`src/design/rltt_pkg.sv`:
```
package rltt_pkg;

  localparam int LptW    = 13;
  localparam int LineW   = 12;
  localparam int PeriodW = 16;
  localparam int TurnW   = 32;
  localparam int CfgAddrW = 1;
  localparam int CfgDataW = 13;
  localparam int OutDataW = 40;
  localparam int DivCntW  = 5;

  localparam logic [CfgAddrW-1:0] CFG_LINES_PER_TURN = 1'b0;
  localparam logic [CfgAddrW-1:0] CFG_LINE_OFFSET    = 1'b1;

  localparam logic [0:0] FUNC_TICK = 1'b0;
  localparam logic [0:0] FUNC_EDGE = 1'b1;

  localparam logic [LptW-1:0]    LPT_RESET    = 13'd240;
  localparam logic [LineW-1:0]   FRONT_RESET  = 12'd120;
  localparam logic [PeriodW-1:0] PERIOD_RESET = 16'd30000;
  localparam logic [PeriodW-1:0] PERIOD_MAX   = 16'd65500;
  localparam logic [16:0]        FINE_LIMIT   = 17'd10;
  localparam logic [16:0]        COARSE_LIMIT = 17'd100;

  typedef struct packed {
    logic accept;
    logic tick;
    logic acc;
    logic div_step;
    logic update;
    logic load_out;
  } rltt_cmd_t;

endpackage

```
`src/design/rotation_line_timing_tracker.sv`:
```
// Line timing tracker for a spinning display. A line tick (in_tuser = 0) goes
// through TICK and DONE; a sensor edge (in_tuser = 1) through ACC, the 32-step
// restoring divider that turns the turn time into a line period, one quotient
// bit per cycle, then UPD and DONE. One request is in flight at a time; the
// result sits in an output register, so the next request is taken while
// it waits. Configuration must be written only while idle; not enforced here.
module rotation_line_timing_tracker
  import rltt_pkg::*;
(
  input  logic                clk,
  input  logic                rst_n,
  input  logic                in_tvalid,
  output logic                in_tready,
  input  logic [15:0]         in_tdata,   // timer_count
  input  logic                in_tuser,   // func
  output logic                out_tvalid,
  input  logic                out_tready,
  output logic [OutDataW-1:0] out_tdata,  // period_cnt, front_line, back_line
  input  logic                cfg_we,
  input  logic [CfgAddrW-1:0] cfg_addr,
  input  logic [CfgDataW-1:0] cfg_wdata
);

  rltt_cmd_t cmd;

  rltt_ctrl u_ctrl (
    .clk        (clk),
    .rst_n      (rst_n),
    .in_tvalid  (in_tvalid),
    .in_tready  (in_tready),
    .in_func    (in_tuser),
    .out_tvalid (out_tvalid),
    .out_tready (out_tready),
    .cmd        (cmd)
  );

  rltt_dp u_dp (
    .clk       (clk),
    .rst_n     (rst_n),
    .cmd       (cmd),
    .in_count  (in_tdata),
    .cfg_we    (cfg_we),
    .cfg_addr  (cfg_addr),
    .cfg_wdata (cfg_wdata),
    .out_data  (out_tdata)
  );

endmodule

```
`src/design/rltt_ctrl.sv`:
```
module rltt_ctrl
  import rltt_pkg::*;
(
  input  logic      clk,
  input  logic      rst_n,
  input  logic      in_tvalid,
  output logic      in_tready,
  input  logic      in_func,
  output logic      out_tvalid,
  input  logic      out_tready,
  output rltt_cmd_t cmd
);

  localparam logic [2:0] S_IDLE = 3'd0;
  localparam logic [2:0] S_TICK = 3'd1;
  localparam logic [2:0] S_ACC  = 3'd2;
  localparam logic [2:0] S_DIV  = 3'd3;
  localparam logic [2:0] S_UPD  = 3'd4;
  localparam logic [2:0] S_DONE = 3'd5;

  logic [2:0]         state_r, state_nxt;
  logic [DivCntW-1:0] cnt_r, cnt_nxt;
  logic               out_valid_r, out_valid_nxt;
  logic               out_free;

  assign in_tready  = (state_r == S_IDLE);
  assign out_tvalid = out_valid_r;
  assign out_free   = !out_valid_r || out_tready;

  always_comb begin
    state_nxt     = state_r;
    cnt_nxt       = cnt_r;
    cmd           = '0;
    out_valid_nxt = out_valid_r && !out_tready;
    case (state_r)
      S_IDLE: begin
        if (in_tvalid) begin
          cmd.accept = 1'b1;
          state_nxt  = (in_func == FUNC_EDGE) ? S_ACC : S_TICK;
        end
      end
      S_TICK: begin
        cmd.tick  = 1'b1;
        state_nxt = S_DONE;
      end
      S_ACC: begin
        cmd.acc   = 1'b1;
        cnt_nxt   = '0;
        state_nxt = S_DIV;
      end
      S_DIV: begin
        cmd.div_step = 1'b1;
        cnt_nxt      = cnt_r + DivCntW'(1);
        if (cnt_r == {DivCntW{1'b1}}) begin
          state_nxt = S_UPD;
        end
      end
      S_UPD: begin
        cmd.update = 1'b1;
        state_nxt  = S_DONE;
      end
      S_DONE: begin
        if (out_free) begin
          cmd.load_out  = 1'b1;
          out_valid_nxt = 1'b1;
          state_nxt     = S_IDLE;
        end
      end
      default: begin
        state_nxt = S_IDLE;
      end
    endcase
  end

  always_ff @(posedge clk) begin
    if (!rst_n) begin
      state_r     <= S_IDLE;
      cnt_r       <= '0;
      out_valid_r <= 1'b0;
    end else begin
      state_r     <= state_nxt;
      cnt_r       <= cnt_nxt;
      out_valid_r <= out_valid_nxt;
    end
  end

endmodule

```
`src/design/rltt_dp.sv`:
```
module rltt_dp
  import rltt_pkg::*;
(
  input  logic                clk,
  input  logic                rst_n,
  input  rltt_cmd_t           cmd,
  input  logic [PeriodW-1:0]  in_count,
  input  logic                cfg_we,
  input  logic [CfgAddrW-1:0] cfg_addr,
  input  logic [CfgDataW-1:0] cfg_wdata,
  output logic [OutDataW-1:0] out_data
);

  logic [LptW-1:0]     lpt_r;
  logic [LineW-1:0]    offset_r;
  logic [PeriodW-1:0]  count_r;
  logic [TurnW-1:0]    turn_r;
  logic [PeriodW-1:0]  period_r, period_nxt;
  logic [LineW-1:0]    front_r, front_nxt;
  logic [LineW-1:0]    back_r, back_nxt;
  logic [TurnW-1:0]    quo_r;
  logic [LptW-1:0]     rem_r;
  logic [OutDataW-1:0] out_r;

  logic [TurnW:0]   sum_edge, sum_tick;
  logic [TurnW-1:0] sat_edge, sat_tick;
  logic [LptW:0]    shifted;
  logic [LptW+1:0]  trial;
  logic [LptW-1:0]  adv_front, adv_back;
  logic [LptW-1:0]  front_raw, front_wrap;
  logic [PeriodW-1:0] q_clamp;
  logic [16:0]      delta;
  logic [21:0]      fine_sum, coarse_sum;

  assign sum_edge = {1'b0, turn_r} + {{(TurnW-PeriodW+1){1'b0}}, count_r};
  assign sum_tick = {1'b0, turn_r} + {{(TurnW-PeriodW+1){1'b0}}, period_r};
  assign sat_edge = sum_edge[TurnW] ? {TurnW{1'b1}} : sum_edge[TurnW-1:0];
  assign sat_tick = sum_tick[TurnW] ? {TurnW{1'b1}} : sum_tick[TurnW-1:0];

  assign shifted = {rem_r, quo_r[TurnW-1]};
  assign trial   = {1'b0, shifted} - {2'b0, lpt_r};

  function automatic logic [LineW-1:0] advance(input logic [LineW-1:0] c,
                                               input logic [LptW-1:0] lpt);
    logic [LptW-1:0] n;
    n = {1'b0, c} + LptW'(1);
    advance = (n >= lpt) ? '0 : n[LineW-1:0];
  endfunction

  assign adv_front  = {1'b0, advance(front_r, lpt_r)};
  assign adv_back   = {1'b0, advance(back_r, lpt_r)};
  assign front_raw  = {1'b0, offset_r} + {1'b0, lpt_r[LptW-1:1]};
  assign front_wrap = (front_raw >= lpt_r) ? (front_raw - lpt_r) : front_raw;

  assign q_clamp = (quo_r > {16'd0, PERIOD_MAX}) ? PERIOD_MAX : quo_r[PeriodW-1:0];
  assign delta   = ({1'b0, q_clamp} > {1'b0, period_r}) ?
                   ({1'b0, q_clamp} - {1'b0, period_r}) :
                   ({1'b0, period_r} - {1'b0, q_clamp});
  assign fine_sum   = {period_r, 6'd0} - {6'd0, period_r} + {6'd0, q_clamp};
  assign coarse_sum = {2'd0, period_r, 4'd0} - {6'd0, period_r} + {6'd0, q_clamp};

  always_comb begin
    period_nxt = period_r;
    front_nxt  = front_r;
    back_nxt   = back_r;
    if (cmd.tick) begin
      front_nxt = adv_front[LineW-1:0];
      back_nxt  = adv_back[LineW-1:0];
    end else if (cmd.update) begin
      if (delta < FINE_LIMIT) begin
        period_nxt = fine_sum[21:6];
      end else if (delta < COARSE_LIMIT) begin
        period_nxt = coarse_sum[19:4];
      end else begin
        period_nxt = q_clamp;
      end
      back_nxt  = offset_r;
      front_nxt = front_wrap[LineW-1:0];
    end
  end

  always_ff @(posedge clk) begin
    if (!rst_n) begin
      lpt_r    <= LPT_RESET;
      offset_r <= '0;
      turn_r   <= '0;
      period_r <= PERIOD_RESET;
      front_r  <= FRONT_RESET;
      back_r   <= '0;
    end else begin
      if (cfg_we) begin
        case (cfg_addr)
          CFG_LINES_PER_TURN: lpt_r    <= cfg_wdata;
          CFG_LINE_OFFSET:    offset_r <= cfg_wdata[LineW-1:0];
          default: ;
        endcase
      end
      if (cmd.tick) begin
        turn_r <= sat_tick;
      end else if (cmd.acc) begin
        turn_r <= sat_edge;
      end else if (cmd.update) begin
        turn_r <= '0;
      end
      period_r <= period_nxt;
      front_r  <= front_nxt;
      back_r   <= back_nxt;
    end
  end

  // restoring divider, one quotient bit per cycle
  always_ff @(posedge clk) begin
    if (cmd.accept) begin
      count_r <= in_count;
    end
    if (cmd.acc) begin
      quo_r <= sat_edge;
      rem_r <= '0;
    end else if (cmd.div_step) begin
      if (!trial[LptW+1]) begin
        rem_r <= trial[LptW-1:0];
        quo_r <= {quo_r[TurnW-2:0], 1'b1};
      end else begin
        rem_r <= shifted[LptW-1:0];
        quo_r <= {quo_r[TurnW-2:0], 1'b0};
      end
    end
    if (cmd.load_out) begin
      out_r <= {back_r, front_r, period_r};
    end
  end

  assign out_data = out_r;

endmodule

```
`config.mk`:
```
export PLATFORM = sky130hd
export DESIGN_NAME = rotation_line_timing_tracker
export DESIGN_NICKNAME = d
export VERILOG_FILES = /design/src/design/rltt_pkg.sv /design/src/design/rotation_line_timing_tracker.sv /design/src/design/rltt_ctrl.sv /design/src/design/rltt_dp.sv
export SDC_FILE = /design/constraint.sdc
export NUM_CORES = 1
export LEC_CHECK = 0
export BUFFER_PORTS_ARGS = -buffer_cell sky130_fd_sc_hd__buf_2
export CORE_ASPECT_RATIO = 0.75
export CORE_MARGIN = 5
export CORE_UTILIZATION = 64
export CTS_CLUSTER_DIAMETER = 150
export DETAILED_ROUTE_END_ITERATION = 8
export GPL_ROUTABILITY_DRIVEN = 0
export PLACE_DENSITY = 0.83
export SKIP_CTS_REPAIR_TIMING = 1
export SKIP_LAST_GASP = 1
export SYNTH_ARGS = -nofsm -noshare
export SYNTH_HDL_FRONTEND = slang
export SYNTH_SLANG_ARGS = --single-unit
export TNS_END_PERCENT = 30
```
`constraint.sdc`:
```
create_clock -name clk -period 6.4 [get_ports clk]
set_clock_uncertainty 0.05 [all_clocks]
set_input_delay 1.6 -clock clk [delete_from_list [all_inputs] [get_ports clk]]
set_output_delay 1.6 -clock clk [all_outputs]
set_load 0.02 [all_outputs]
```
* Word level (Yosys, flattened, before mapping) *
Index checks and enable logic that the tools add are counted.

cells by class
  multipliers = 0
  equal/unequal tests = 9
  shift operators = 0
  add/subtract/negate cells = 14
  bitwise gates (word level) = 2
  div/mod/pow operators = 0
  multiplexer cells = 36
  $lt $le $gt $ge = 7
  reduce and logical (&&, ||, !) cells = 14

operator list
  operator                                                          count
  two-way mux 32 bit                                                7
  two-way mux 12 bit                                                7
  adder 32 x 16 -> 33 bit                                           2
  two-way mux 16 bit                                                3
  >= comparator 13 bit                                              3
  subtractor 16 x 16 -> 17 bit                                      2
  greater-than comparator 32 x 16 -> 1 bit (second input constant)  1
  adder 12 x 1 -> 13 bit (second input constant)                    2
  adder 22 x 16 -> 22 bit                                           1
  subtractor 22 x 16 -> 22 bit                                      1
  adder 20 x 16 -> 20 bit                                           1
  subtractor 20 x 16 -> 20 bit                                      1
  less-than comparator 17 x 4 -> 1 bit (second input constant)      1
  less-than comparator 17 x 7 -> 1 bit (second input constant)      1
  two-way mux 17 bit                                                1
  greater-than comparator 16 bit                                    1
  case mux 3 bit (5 select lines)                                   1
  subtractor 14 x 13 -> 15 bit                                      1
  adder 12 x 12 -> 13 bit                                           1
  two-way mux 13 bit                                                1
  subtractor 12 bit                                                 1
  two-way mux 1 bit                                                 11
  case mux 5 bit (2 select lines)                                   1
  two-way mux 3 bit                                                 3
  18 further kinds                                                  27

word-level totals
  output and inout port bits = 42
  memories = 0
  latch bits = 0
  bits in writable memories = 0
  flip-flop bits (word level) = 207
  input bits = 36
  logic and storage cells = 95
  ROM bits = 0

* Logic depth before layout (Yosys ltp) *
  depth in word-level cells = 7
  depth in mapped cells = 20

* Modules after synthesis *
Synthesis repeated with hierarchy kept, for this count alone.

second synthesis, totals
  cells, all modules = 1914
  area, all modules = 16726.0 um^2

by module, submodules not included
  module     instances  area each (um^2)  cells an instance
  rltt_dp    1          16240.6           1855
  rltt_ctrl  1          485.5             59

* Worst setup path before layout *
No wires, ideal clock.

  path type = reg2reg
  start = register u_dp.quo_r[0]
  end = register u_dp.period_r[7]
  data required time = 6.228 ns
  setup time = 0.122 ns
  buffers on the path = 1
  path slack = 1.459 ns
  period minus slack after synthesis = 4.941 ns
  cell stages (with the launch flop) = 20
  arrival = 4.769 ns
  path through = edfxtp_1 -> o2111ai_1 -> a2111oi_0 -> or2_2 -> clkbuf_1 -> nor2_1 -> inv_1 -> ha_1 -> inv_1 -> fa_1 -> and2_1 -> a221oi_2 -> nor3_2 -> o311ai_2 -> xnor2_1 -> a2111oi_2 -> o2111ai_2 -> or2_4 -> nor2b_4 -> a221o_1

between the ends
  cells in the longest elaborated chain, start to end = 7
  elaborated cells between the ends (all ways) = 12
  classes of those cells = 4 x add/sub; 4 x order compare; 4 x mux

RTL lines
  item                                                        RTL line        source
  start, declared                                             rltt_dp.sv:21   logic [TurnW-1:0] quo_r;
  start signal, assigned                                      rltt_dp.sv:117  quo_r <= sat_edge;
  start signal, assigned                                      rltt_dp.sv:122  quo_r <= {quo_r[TurnW-2:0], 1'b1};
  start signal, assigned                                      rltt_dp.sv:125  quo_r <= {quo_r[TurnW-2:0], 1'b0};
  greater-than comparator 32 x 16 -> 1 bit                    rltt_dp.sv:55   assign q_clamp = (quo_r > {16'd0, PERIOD_MAX}) ? PERIOD_MAX : quo_r[PeriodW-1:0];
  two-way mux 16 bit (*)                                      rltt_dp.sv:55
  subtractor 16 x 16 -> 17 bit, or another cell as far along  rltt_dp.sv:58   ({1'b0, period_r} - {1'b0, q_clamp});
  two-way mux 17 bit                                          rltt_dp.sv:56   assign delta = ({1'b0, q_clamp} > {1'b0, period_r}) ?
  less-than comparator 17 x 7 -> 1 bit                        rltt_dp.sv:72   end else if (delta < COARSE_LIMIT) begin
  two-way mux 16 bit                                          rltt_dp.sv:72
  two-way mux 16 bit (*)                                      rltt_dp.sv:70   if (delta < FINE_LIMIT) begin
  end signal, assigned                                        rltt_dp.sv:105  period_r <= period_nxt;
  end, declared                                               rltt_dp.sv:18   logic [PeriodW-1:0] period_r, period_nxt;

Every way passes the cells marked *; elsewhere a longest branch is shown, timed or not.
A chain may end at the register's enable or synchronous reset.

* Worst setup path in the final report *
  start = register u_dp.quo_r[31]
  end = register u_dp.period_r[4]

between the ends
  cells in the longest elaborated chain, start to end = 7
  elaborated cells between the ends (all ways) = 12
  classes of those cells = 4 x add/sub; 4 x order compare; 4 x mux

RTL lines
  item                                                        RTL line
  greater-than comparator 32 x 16 -> 1 bit (*)                rltt_dp.sv:55
  two-way mux 16 bit (*)                                      rltt_dp.sv:55
  subtractor 16 x 16 -> 17 bit, or another cell as far along  rltt_dp.sv:58
  two-way mux 17 bit                                          rltt_dp.sv:56
  less-than comparator 17 x 7 -> 1 bit                        rltt_dp.sv:72
  two-way mux 16 bit                                          rltt_dp.sv:72
  two-way mux 16 bit (*)                                      rltt_dp.sv:70

Marked as above.

==> flow_summary.json <==
{
  "status": "finished clean",
  "vias_in_the_first_global_route": 14700,
  "total_power_draw_mw": 6.691,
  "synthMostInstantiatedCell": "nand2_1",
  "critPathCaptureType": "flip-flop",
  "cellInternalPower_mw": 3.783,
  "post-route-min-period_ns": 5.797,
  "synth.avg_cell_area_um2": 8.701,
  "worst_slew_pin_slew_ns": 1.118,
  "grt_busiest_layer": "met1",
  "synth.largest_area_cell": "edfxtp_1",
  "die_area_um2": 29830,
  "antenna_found_initial": 0,
  "report.final.setup_viol": 0,
  "maxClockFrequency_mhz": 172.5,
  "hold_violations": 0,
  "static-leakage-power_nw": 7.616,
  "area_growth_syn_to_layout_pct": 7.727,
  "detailedRoute.firstIterationViolations": 2570,
  "req_time_crit_path_ns": 6.74,
  "die_h_um": 150.8,
  "global_route.usage.total_pct": 33.25,
  "globalRouteMet3Util_pct": 10.47,
  "number_of_levels_in_the_clock_h_tree": 1,
  "sw_frac_of_total_pct": 43.46,
  "post-synth-top-area-fraction_pct": 15.62,
  "power_frac_clock_pct": 20.4,
  "ioPinCount": 78,
  "finalWirelength_um": 51030,
  "fp.dieW_um": 197.8,
  "hold_path_class": "reg -> reg",
  "drive_above_1_share_pct": 9.608,
  "initial_core_util_pct": 65.00,
  "syn-instance-count": 1945,
  "post-route-drc-count": 0,
  "cts.sinks": 207,
  "final_critical_path_setup_slack_ns": 0.6028,
  "drt-wirelength-per-cell_um": 21.88,
  "async_flop_share_pct": 0,
  "global_route_wire_length_before_repair_um": 80120,
  "grt_remaining_overflow": 0,
  "fin_crit_sh_pct": 90.58,
  "pre_cts_slack_ns": 0.9032,
  "dominant_register_cell_in_the_synthesized_netlist": "dfxtp_1",
  "grt_max_degree": 61,
  "worst-path-max-fanout": 14,
  "grt.met1_usage_pct": 49.88,
  "synth_warn": 0,
  "synth_area_um2": 16920,
  "viasPerCell": 6.793,
  "detailedPlacementHpwl_um": 38060,
  "switching_power_mw": 2.908,
  "row_count": 51,
  "clock_transition_at_the_registers_of_the_reported_paths_ns": 0.07,
  "design_area_um2": 18230,
  "yosys.cell_types.count": 92,
  "setup_tns_ns": 0,
  "timing.critical_path.arrival_ns": 6.14,
  "groute.layer.met2.usage_pct": 46.52,
  "design.final.nets": 2206,
  "drv.max_cap_violation_count": 0,
  "antenna-diode-count": 0,
  "cts_made_buffers": 22,
  "tritoncts": "yes",
  "power-per-cell-area_nw_per_um2": 367.0,
  "routed-via-count": 15840,
  "power.share.sequential_pct": 29.7,
  "synth_seq_cells": 207,
  "deepest_clock_path_buffer_count": 3,
  "synthTopCellsByCount": "nand2_1, ha_1, a21oi_1, nor2_1, dfxtp_1",
  "yosysSeqAreaShare_pct": 29.69,
  "power.ir.vdd_worst_mv": 0.3782,
  "crit_type": "reg -> reg",
  "cts.root.buffer_cell": "clkbuf_16",
  "finalCoreUtilization_pct": 70.02,
  "placeableCoreArea_um2": 26040,
  "io_buf_count": 77,
  "synthesis.nets": 2179,
  "postRouteAntennaNets": 0,
  "rsz_0062_raised_after_global_routing": "false",
  "p_comb_share_pct": 49.9,
  "clock_latency_ns": 0.52,
  "filler_cells": 1979,
  "number_of_pins_exceeding_their_max_slew_limit_in_the_final_report": 0,
  "relSlewSlack_pct": 25.18,
  "cp-start-kind": "flip-flop",
  "synth-edff-count": 88,
  "place_area_um2": 17470,
  "router_iterations_before_antenna_repair": 6,
  "synth_top_cells_by_area": "edfxtp_1, dfxtp_1, ha_1"
}
[power by group through the flow]
stage          registers, mW  clock network [mW]  logic [mW]
2_1_floorplan           1.89                   0        2.47
3_3_place_gp            1.99                   0        3.10
3_5_place_dp            1.99                   0        3.20
4_1_cts                 1.97                1.37        3.23
5_1_grt                 2.01                1.43        3.62
6_report                1.99                1.37        3.34
[placed cells by master (no fill, tap or decap), drive strengths merged, types with 60 or more instances in the layout]
| master | n |
|---|---|
| a21oi | 158 |
| buf | 90 |
| dfxtp | 119 |
| edfxtp | 88 |
| ha | 165 |
| inv | 101 |
| nand2 | 166 |
| nor2 | 144 |
| nor3 | 60 |
| o21ai | 104 |
| xnor2 | 79 |
[flip-flops by register name (all words and copies together), names as in the netlist, 12 cells and up]
register       count
u_dp.back_r       12
u_dp.count_r      16
u_dp.front_r      12
u_dp.lpt_r        13
u_dp.offset_r     12
u_dp.out_data     40
u_dp.period_r     16
u_dp.quo_r        32
u_dp.rem_r        13
u_dp.turn_r       32
[cell families after synthesis]
group | share of synthesized area [%]
muxes | 2.159
DFF | 29.69
adders and majority gates | 16.10
xor gates and xnor gates | 6.307
buffers and inverters | 4.577
and+or+nand+nor | 17.69
AOI/OAI and AO/OA | 23.47
[metal layers]
layer / vias to the layer above / share of wire (%)
li1: 7197 / -
met1: 7408 / 42
met2: 1091 / 40
met3: 146 / 15
met5: - / 0
met4: 0 / 2.7
[worst paths after layout]
| check | start | endpoint | slack, ns | cells past startpoint |
|---|---|---|---|---|
| setup / recovery | u_dp.quo_r[31] | u_dp.period_r[4] | 0.60 | 16 |
| hold / removal | u_ctrl.cnt_r[4] | u_ctrl.cnt_r[4] | 0.43 | 2 |
| setup reg to reg | u_dp.quo_r[31] | u_dp.period_r[4] | 0.60 | 16 |
| hold reg to reg | u_ctrl.cnt_r[4] | u_ctrl.cnt_r[4] | 0.43 | 2 |
[critical path, cell delays in order (launching register included)]
cell and delay (ns):
edfxtp_1 0.40, nor4_1 0.37, nand4_1 0.33, or2_2 0.50, nor2_1 0.25, inv_1 0.16
ha_1 0.62, nand4_4 0.22, nor4_4 0.39, nand2b_1 0.17, o31a_4 0.29, mux2i_1 0.29
xnor2_1 0.19, nand4_1 0.30, nor3_2 0.84, a22o_1 0.25, a21oi_1 0.04
[metrics by stage]
| stage | hold slack, ns | instances |
|---|---|---|
| 2_1_floorplan | 0.3860 | 1945 |
| 3_3_place_gp | 0.3920 | 2292 |
| 3_5_place_dp | 0.4027 | 2292 |
| 4_1_cts | 0.4312 | 2332 |
| 5_1_grt | 0.4541 | 2332 |
| 6_report | 0.4292 | 2332 |
[area by class of cell]
type | instances | area, um^2 | share of cell area [%]
Clock inverter | 12 | 135.1 | 0.7413
Clock buffer | 28 | 624.3 | 3.425
Sequential cell | 207 | 5025 | 27.56
Multi-Input combinational cell | 1549 | 11150 | 61.15
Timing Repair Buffer | 90 | 483.0 | 2.649
Tap cell | 344 | 430.4 | 2.361
Inverter | 102 | 385.4 | 2.114
Note: power is estimated with default switching activity, not from simulation.
